$ cat src/sv/gcca_pkg.sv
// Shared widths, angle constants and elaboration-time CORDIC table functions.
package gcca_pkg;

  localparam int XW = 36;
  localparam int SW = 62;
  localparam int SQ_STEPS = 31;
  localparam logic [63:0] QUARTER_T = 64'h4000_0000_0000_0000;
  localparam logic [63:0] HALF_T = 64'h8000_0000_0000_0000;
  localparam logic [63:0] TWO_PI_Q61 = 64'hC90F_DAA2_2168_C235;
  localparam logic signed [31:0] ONE_Q30 = 32'sh4000_0000;

  function automatic logic [63:0] udiv64(input logic [63:0] n, input logic [63:0] d);
    logic [64:0] r;
    logic [63:0] q;
    r = '0;
    q = '0;
    for (int k = 63; k >= 0; k--) begin
      r = {r[63:0], n[k]};
      if (r >= {1'b0, d}) begin
        r = r - {1'b0, d};
        q[k] = 1'b1;
      end
    end
    return q;
  endfunction

  function automatic logic [63:0] frac_div(input logic [63:0] n, input logic [63:0] d);
    logic [63:0] q;
    logic [63:0] r;
    logic carry;
    q = '0;
    r = n;
    for (int k = 0; k < 64; k++) begin
      carry = r[63];
      r = r << 1;
      q = q << 1;
      if (carry || r >= d) begin
        r = r - d;
        q[0] = 1'b1;
      end
    end
    return q;
  endfunction

  function automatic logic [63:0] isqrt64(input logic [63:0] v);
    logic [63:0] r;
    logic [63:0] b;
    logic [63:0] w;
    r = '0;
    b = 64'h4000_0000_0000_0000;
    w = v;
    for (int k = 0; k < 32; k++) begin
      if (w >= r + b) begin
        w = w - (r + b);
        r = (r >> 1) + b;
      end else begin
        r = r >> 1;
      end
      b = b >> 2;
    end
    return r;
  endfunction

  function automatic logic [63:0] atan_turn(input int i);
    logic [63:0] sum;
    logic [63:0] t;
    int e;
    sum = '0;
    if (i == 0) begin
      return 64'h2000_0000_0000_0000;
    end
    for (int k = 0; k < 32; k++) begin
      e = i * (2 * k + 1);
      if (e <= 62) begin
        t = udiv64(64'd1 << (62 - e), 64'(2 * k + 1));
        if ((k % 2) == 0) begin
          sum = sum + t;
        end else begin
          sum = sum - t;
        end
      end
    end
    return frac_div(sum >> 1, TWO_PI_Q61);
  endfunction

  function automatic logic [63:0] cordic_gain(input int steps);
    logic [63:0] p;
    logic [63:0] k32;
    p = 64'd1 << 60;
    for (int i = 0; i < 64; i++) begin
      if (i < steps && 2 * i < 64) begin
        p = p + (p >> (2 * i));
      end
    end
    k32 = isqrt64(frac_div(64'd1 << 60, p));
    return (k32 + 64'd2) >> 2;
  endfunction

endpackage

$ cat src/sv/gcca_sqrt_cell.sv
// One digit step of the bit-pair integer square root.
module gcca_sqrt_cell import gcca_pkg::*; #(
  parameter int STEP = 0
) (
  input  logic          clk_i,
  input  logic          en_i,
  input  logic [SW-1:0] v_i,
  input  logic [SW-1:0] r_i,
  output logic [SW-1:0] v_o,
  output logic [SW-1:0] r_o
);

  localparam logic [SW-1:0] BIT = SW'(1) << (60 - 2 * STEP);

  logic [SW-1:0] v_d, r_d, v_q, r_q, trial;

  always_comb begin
    trial = r_i + BIT;
    if (v_i >= trial) begin
      v_d = v_i - trial;
      r_d = (r_i >> 1) + BIT;
    end else begin
      v_d = v_i;
      r_d = r_i >> 1;
    end
  end

  always_ff @(posedge clk_i) begin
    if (en_i) begin
      v_q <= v_d;
      r_q <= r_d;
    end
  end

  assign v_o = v_q;
  assign r_o = r_q;

endmodule

$ cat config.mk
export PLATFORM = sky130hd
export DESIGN_NAME = gcca_sqrt_cell
export DESIGN_NICKNAME = d
export VERILOG_FILES = /design/src/sv/gcca_pkg.sv /design/src/sv/gcca_sqrt_cell.sv
export SDC_FILE = /design/constraint.sdc
export NUM_CORES = 1
export LEC_CHECK = 0
export ABC_AREA = 1
export BUFFER_PORTS_ARGS = -buffer_cell sky130_fd_sc_hd__buf_4
export CAP_MARGIN = 0
export CORE_MARGIN = 2
export CORE_UTILIZATION = 40
export CTS_CLUSTER_DIAMETER = 200
export DETAILED_ROUTE_END_ITERATION = 6
export GPL_ROUTABILITY_DRIVEN = 0
export PLACE_DENSITY = 0.7
export SYNTH_ARGS = -nofsm -noshare
export SYNTH_HDL_FRONTEND = slang
export SYNTH_SLANG_ARGS = --single-unit
$ cat constraint.sdc
create_clock -name clk_i -period 6.9 [get_ports clk_i]
set_input_delay 1.38 -clock clk_i [delete_from_list [all_inputs] [get_ports clk_i]]
set_output_delay 1.38 -clock clk_i [all_outputs]
set_load 0.03 [all_outputs]
==> flow_summary.json <==
{
  "status": "completed",
  "grt_first_pass_wirelength_mm": 53.6,
  "grt_use_total_pct": 24.0,
  "utilization_pct": 50.9,
  "core_um2": 26800,
  "post_cts_buffers": 0,
  "synth_nets": 1846,
  "numCtsBuffers": 17,
  "final_layout_size_suffix_gt1_share_pct": 17.4,
  "whs_path_depth": 1,
  "ctsResizeCount": 0,
  "synth_largest_type_area_fraction_pct": 34.3,
  "finalSetupTns_ns": 0,
  "finalSetupViolCount": 0,
  "grt_pass1_vias": 10425,
  "final_common_cell": "nand2_1",
  "antenna_found_initial": 0,
  "period_minus_slack_ns": 4.12,
  "fmax_mhz": 243,
  "row_count": 60,
  "netlist_area_um2": 10900,
  "slew_violations": 0,
  "vdd_drop_max_mv": 0.135,
  "synth_top_flop_cell": "edfxtp_1",
  "nFillCells": 2718,
  "crit_fanout": 35,
  "fin_ws_ns": 2.78,
  "critPathLaunchType": "input port",
  "period_share_pct": 59.7,
  "maxCapViolCount": 0,
  "postSynthAreaPerCell_um2": 6.55,
  "wl_mm": 34.3,
  "antenna_cells": 0,
  "syn_inst": 1657,
  "total_power_mw": 3.04,
  "async_flop_share_pct": 0,
  "synthToLayoutAreaGrowth_pct": 25.7,
  "clock-sinks": 124,
  "die_h_um": 169,
  "first_iter_violations": 1098,
  "worst_slew_pin_slew_ns": 0.948,
  "p_per_area_nw_per_um2": 222,
  "htreeDepth": 4,
  "route.detailed.drc": 0,
  "cp-end-kind": "flip-flop",
  "ios": 250,
  "cts_tree": "done",
  "port_buffers": 249,
  "ys_ff_latch": 124,
  "rsz0062_at_grt": "false",
  "finalInstanceArea_um2": 13700,
  "ys_seq_area_share_pct": 34.3,
  "pre_cts_ws_ns": 2.34,
  "required_ns": 7.08,
  "synth_edf_count": 124,
  "grt_max_degree": 75,
  "firstDrtPassIters": 6,
  "overflow": 0,
  "yosysUniqueCellTypes": 33,
  "crit_type": "input port to flip-flop",
  "ctsLongestPathBuffers": 2,
  "clock-root-buffer": "clkbuf_16",
  "ys_warn_count": 0,
  "hold_class": "input port to flip-flop",
  "p_leak_nw": 7.73,
  "path_clk_slew_ns": 0.06,
  "viasPerCell": 4.86,
  "placed_area_um2": 13000,
  "avgRoutedWirePerCell_um": 15.1,
  "vias": 11001,
  "final_nets": 2098,
  "worstPathArrival_ns": 4.30,
  "ctsHoldBuffers": 0,
  "die_w_um": 169,
  "synthTopCellsByArea": "edfxtp_1, nand2_1, inv_1, ha_1, nand3_1",
  "relSlewSlack_pct": 36.8,
  "most-common-layout-cells": "nand2_1, inv_1, buf_4",
  "yosysTopAreaCell": "edfxtp_1",
  "dieArea_um2": 28500,
  "start_util_pct": 40.5,
  "place_hpwl_mm": 27.5,
  "hold_viol": 0,
  "ant_nets": 0
}
[worst max-delay path, stage by stage]
cell,delay (ns)
buf_4,0.11
inv_1,0.06
ha_1,0.14
inv_1,0.08
fa_1,0.43
nand3_1,0.11
nand3_2,0.11
nand2_1,0.08
nand2_1,0.09
nand2_1,0.09
nand2_2,0.08
nand2_1,0.06
nand2_1,0.08
nand2_1,0.08
nand3_2,0.54
buf_4,0.52
nand2_1,0.15
nand2_1,0.06
[final cells by class]
class / instances / area [µm²] / share of cell area (%)
clock buffer: 18 / 429 / 3.14
clock inverter: 14 / 219 / 1.60
inverter: 381 / 1430 / 10.5
multi-input combinational: 1133 / 5530 / 40.5
sequential: 124 / 3720 / 27.3
tap: 341 / 427 / 3.13
timing repair buffer: 252 / 1890 / 13.9
[path summary, 6_finish.rpt]
check | startpoint | end | slack, ns
worst max-delay path | v_i[0] | v_o[30] | 2.78
worst min-delay path | r_i[8] | r_o[7] | 1.13
[report_power, final]
group	internal [mW]	switching (mW)	total, mW
Clock	0.643	0.373	1.02
Combinational	0.351	0.697	1.05
Sequential	0.946	0.0275	0.973
[stage by stage]
step / instances / hold WS, ns
6_report: 2263 / 1.13
5_1_grt: 2263 / 1.11
4_1_cts: 2263 / 1.11
3_5_place_dp: 2231 / 1.57
3_3_place_gp: 2231 / 1.57
2_1_floorplan: 1657 / 1.48
[sequential cells by signal, summed over array words and instances (netlist names)]
signal / flops
r_o: 62
v_o: 62
[logic make-up (layout without fill, tap and decap cells)]
| group | after synthesis | count (layout) | synth area share (%) |
|---|---|---|---|
| AO/OA/AOI/OAI | 47 | 47 | 2.22 |
| XOR/XNOR | 32 | 32 | 2.58 |
| adder cells (fa/ha/maj) | 63 | 63 | 7.33 |
| buffers and inverters | 400 | 665 | 14.8 |
| flip-flops | 124 | 124 | 34.3 |
| AND/OR/NAND/NOR | 991 | 991 | 38.7 |
[layer usage]
layer  part of all wire [%]  wire length, µm  vias up  track usage (%)
met1                     45            15400     4870             33.4
met4                    3.3             1130        0             9.26
li1                       -                -     5566                -
met5                      0                0        -                0
met3                    9.7             3330       67             5.47
met2                     42            14400      498             36.2
[cells in the mapped netlist (7+ instances only)]
master and instances:
inv_1 374, edfxtp_1 124, nor2_1 108, ha_1 62, nand2_1 668, nand4_1 20, buf_6 10, inv_2 7
nand3_1 128, a21oi_1 39, xor2_1 31, nand3_2 21, nor3_1 13, nand2_2 11
No activity file was read; power rests on OpenSTA's default activity.
