File: config.mk
export PLATFORM = sky130hd
export DESIGN_NAME = gcca_vec_cell
export DESIGN_NICKNAME = d
export VERILOG_FILES = /design/src/sv/gcca_pkg.sv /design/src/sv/gcca_vec_cell.sv
export SDC_FILE = /design/constraint.sdc
export NUM_CORES = 1
export LEC_CHECK = 0
export BUFFER_PORTS_ARGS = -buffer_cell sky130_fd_sc_hd__buf_2
export CAP_MARGIN = 5
export CORE_UTILIZATION = 45
export DETAILED_ROUTE_END_ITERATION = 10
export PLACE_DENSITY = 0.7
export SYNTH_ARGS = -nofsm -noshare
export SYNTH_HDL_FRONTEND = slang
export SYNTH_SLANG_ARGS = --single-unit
File: constraint.sdc
create_clock -name clk_i -period 8.2 [get_ports clk_i]
set_input_delay 0.82 -clock clk_i [delete_from_list [all_inputs] [get_ports clk_i]]
set_output_delay 0.82 -clock clk_i [all_outputs]
set_load 0.02 [all_outputs]
File: src/sv/gcca_pkg.sv
// Shared widths, angle constants and elaboration-time CORDIC table functions.
package gcca_pkg;

  localparam int XW = 36;
  localparam int SW = 62;
  localparam int SQ_STEPS = 31;
  localparam logic [63:0] QUARTER_T = 64'h4000_0000_0000_0000;
  localparam logic [63:0] HALF_T = 64'h8000_0000_0000_0000;
  localparam logic [63:0] TWO_PI_Q61 = 64'hC90F_DAA2_2168_C235;
  localparam logic signed [31:0] ONE_Q30 = 32'sh4000_0000;

  function automatic logic [63:0] udiv64(input logic [63:0] n, input logic [63:0] d);
    logic [64:0] r;
    logic [63:0] q;
    r = '0;
    q = '0;
    for (int k = 63; k >= 0; k--) begin
      r = {r[63:0], n[k]};
      if (r >= {1'b0, d}) begin
        r = r - {1'b0, d};
        q[k] = 1'b1;
      end
    end
    return q;
  endfunction

  function automatic logic [63:0] frac_div(input logic [63:0] n, input logic [63:0] d);
    logic [63:0] q;
    logic [63:0] r;
    logic carry;
    q = '0;
    r = n;
    for (int k = 0; k < 64; k++) begin
      carry = r[63];
      r = r << 1;
      q = q << 1;
      if (carry || r >= d) begin
        r = r - d;
        q[0] = 1'b1;
      end
    end
    return q;
  endfunction

  function automatic logic [63:0] isqrt64(input logic [63:0] v);
    logic [63:0] r;
    logic [63:0] b;
    logic [63:0] w;
    r = '0;
    b = 64'h4000_0000_0000_0000;
    w = v;
    for (int k = 0; k < 32; k++) begin
      if (w >= r + b) begin
        w = w - (r + b);
        r = (r >> 1) + b;
      end else begin
        r = r >> 1;
      end
      b = b >> 2;
    end
    return r;
  endfunction

  function automatic logic [63:0] atan_turn(input int i);
    logic [63:0] sum;
    logic [63:0] t;
    int e;
    sum = '0;
    if (i == 0) begin
      return 64'h2000_0000_0000_0000;
    end
    for (int k = 0; k < 32; k++) begin
      e = i * (2 * k + 1);
      if (e <= 62) begin
        t = udiv64(64'd1 << (62 - e), 64'(2 * k + 1));
        if ((k % 2) == 0) begin
          sum = sum + t;
        end else begin
          sum = sum - t;
        end
      end
    end
    return frac_div(sum >> 1, TWO_PI_Q61);
  endfunction

  function automatic logic [63:0] cordic_gain(input int steps);
    logic [63:0] p;
    logic [63:0] k32;
    p = 64'd1 << 60;
    for (int i = 0; i < 64; i++) begin
      if (i < steps && 2 * i < 64) begin
        p = p + (p >> (2 * i));
      end
    end
    k32 = isqrt64(frac_div(64'd1 << 60, p));
    return (k32 + 64'd2) >> 2;
  endfunction

endpackage

File: src/sv/gcca_vec_cell.sv
// One vectoring-mode CORDIC cell that drives y toward zero and sums the step angles.
module gcca_vec_cell import gcca_pkg::*; #(
  parameter int STEP = 0
) (
  input  logic                 clk_i,
  input  logic                 en_i,
  input  logic signed [XW-1:0] x_i,
  input  logic signed [XW-1:0] y_i,
  input  logic [63:0]          acc_i,
  output logic signed [XW-1:0] x_o,
  output logic signed [XW-1:0] y_o,
  output logic [63:0]          acc_o
);

  localparam logic [63:0] ATAN = atan_turn(STEP);

  logic signed [XW-1:0] dx, dy, x_d, y_d, x_q, y_q;
  logic [63:0] acc_d, acc_q;

  always_comb begin
    dx = y_i >>> STEP;
    dy = x_i >>> STEP;
    if (y_i > 0) begin
      x_d = x_i + dx;
      y_d = y_i - dy;
      acc_d = acc_i + ATAN;
    end else begin
      x_d = x_i - dx;
      y_d = y_i + dy;
      acc_d = acc_i - ATAN;
    end
  end

  always_ff @(posedge clk_i) begin
    if (en_i) begin
      x_q <= x_d;
      y_q <= y_d;
      acc_q <= acc_d;
    end
  end

  assign x_o = x_q;
  assign y_o = y_q;
  assign acc_o = acc_q;

endmodule

==> flow_summary.yaml <==
clock_tree:
  ctsHoldBuffers: 0
  path_clk_slew_ns: 0.07
  root_buffer: "clkbuf_16"
  cts_setup_buffers: 0
  clock_sinks: 135
  htree_levels: 4
  clk_path_buf_depth: 2
  cts_buffers: 17
  cts_tree: "yes"
  post_cts_resized: 0
critical_path:
  worstPathRequired_ns: 8.37
  criticalPathCategory: "in -> reg"
  start_kind: "primary input"
  cp-end-kind: "flip-flop"
  worstPathMaxFanout: 40
  cp_data_arrival_time_ns: 3.99
timing:
  whs_ns: 0.5662
  timing.final.crit_share_pct: 46.60
  worst_pin_slew_ns: 0.7683
  fmax_mhz: 261.7
  period_needed_ns: 3.821
  fin_tns_setup_ns: 0
  slew_headroom_pct: 48.78
  rsz0062_at_grt: "no"
  slew_viol_final: 0
  finalHoldViolations: 0
  setup_viol: 0
final_layout:
  fin_nets: 1614
  drive_gt1_share_pct: 24.58
  final_cell_area_um2: 12690
  fin_cells: 1698
  final_cell_mix: "buf_2, a21oi_1, edfxtp_1, inv_1, ha_1"
  layout_commonest_cell: "buf_2"
  fillers: 2119
  area_delta_synth_final_pct: 20.35
routing:
  ant_nets: 0
  drcViolationCount: 0
  wl_met2_um: 16360
  met1_length_um: 14020
  via_per_inst: 5.821
  wl_met3_um: 2628
  firstDrtPassIters: 5
  post_drt_wl_per_cell_um: 20.58
  vias: 9884
  drtIter0Drc: 796
  routed_wl_um: 34940
  maxUsedRoutingLayer: "met5"
pwr:
  p_leak_nw: 5.558
  p_per_area_nw_per_um2: 199.3
  vdd_drop_max_uv: 123.8
  power.total_w: 0.002530
floorplan:
  die_h_um: 155.1
  die_w_um: 155.1
  pin_count: 274
  rows: 55
  die-area_um2: 24050
  initial_core_util_pct: 46.30
  core_area_um2: 22780
grt:
  grt_max_degree: 68
  grt_overflow: 0
  grt_pass1_wl_um: 52430
  first_global_vias: 9238
  grt_antenna_before_repair: 8
  track_usage_pct: 28.63
logic_synthesis:
  async_reset_ff_share_pct: 0
  synth_edf_count: 135
  syn-mean-instance-area_um2: 9.433
  ys_seq_elements: 135
  synth-seq-area-share_pct: 38.44
  netlist_area_um2: 10550
  synth_cells: 1118
  ys.flop_type: "edfxtp_1"
  yosysWarnings: 0
  syn_nets: 1365
  yosys.cell_types.count: 81
outcome:
  status: "finished clean"
min_path:
  min_path_cells: 1
  hold_class: "in -> reg"
placement:
  placed_cells: 1661
  dpl-instance-area_um2: 12060
  dp_hpwl_um: 27240
  gp_congestion: 0.9984
  numPortBuffers: 273
run:
  drv_cap: 0
==> worst max-delay path: stages <==
cell and delay, ns:
buf_2 0.12, nor4_1 0.64, nand4_1 0.17, nor3_1 0.53, nor2_4 0.05, inv_2 0.40, buf_4 0.51, nand2_1 0.10
a32o_1 0.26, a311oi_1 0.28, xnor2_1 0.09
==> area by class of cell <==
class / instances / area (µm²) / area share (%)
diodes: 6 / 15.01 / 0.1183
flip-flops and latches: 135 / 4054 / 31.94
clock inverters: 14 / 187.7 / 1.479
multi-input cells: 818 / 5777 / 45.51
repair buffers: 277 / 1399 / 11.02
inverters: 118 / 442.9 / 3.490
clock buffers: 17 / 425.4 / 3.352
well taps: 313 / 391.6 / 3.086
==> power by group <==
| group | internal [W] | switching, W |
|---|---|---|
| Sequential | 0.000874 | 0.0000209 |
| Combinational | 0.000272 | 0.000528 |
| Clock | 0.000487 | 0.000348 |
==> flip-flops by register name, indices dropped and copies added, names as in the netlist <==
name   flops
y_o       35
acc_o     64
x_o       36
==> cell usage after synthesis (all sizes together), types with 5 or more instances <==
cell      n  share of area, %
a211oi    6              0.52
a21boi    7              0.50
a21o     20               1.4
a21oi   140               6.8
a31oi     9              0.53
a41oi     5              0.42
and2      5              0.30
buf      28               1.7
clkbuf   19              0.96
edfxtp  135                38
ha      105                12
inv     117               4.2
mux2i    11               1.0
nand2    37               1.3
nand2b   10              0.59
nand3    17              0.81
nand4    16              0.95
nor2    101               3.6
nor2b     8              0.47
nor3     24               1.2
nor4     12              0.71
o211ai   17               1.2
o21a     10              0.71
o21ai    71               3.4
o21bai   35               2.5
o31a      5              0.51
o31ai    12              0.85
or3       6              0.36
xnor2    66               5.5
==> per-stage QoR <==
step                      utilization [%]  setup WS (ns)
after floorplan                         -          4.760
final                               55.72          4.379
after global placement              52.96          4.041
after global routing                55.72          4.104
after detailed placement            52.96          3.943
after CTS                           55.66          4.400
==> routing by layer <==
metal / up-vias / global-route usage (%)
li1: 4549 / -
met1: 4643 / 35.75
met2: 573 / 47.17
met3: 117 / 4.178
met4: 2 / 16.93
met5: - / 0
==> kinds of logic after synthesis <==
logic type | after synthesis | share of synthesized area, %
and+or+nand+nor | 252 | 11.41
xor gates and xnor gates | 70 | 5.813
muxes | 12 | 1.151
DFF | 135 | 38.44
adders and majority gates | 109 | 13.22
buffers and inverters | 165 | 6.857
AOI/OAI and AO/OA | 375 | 23.11
==> worst paths after layout <==
kind                              to  startpoint  slack (ns)
hold / removal    acc_o[6]$_DFFE_PP_    acc_i[6]        0.57
setup / recovery   y_o[34]$_DFFE_PP_     y_i[26]        4.38
Power figures use the tool's default switching activity.
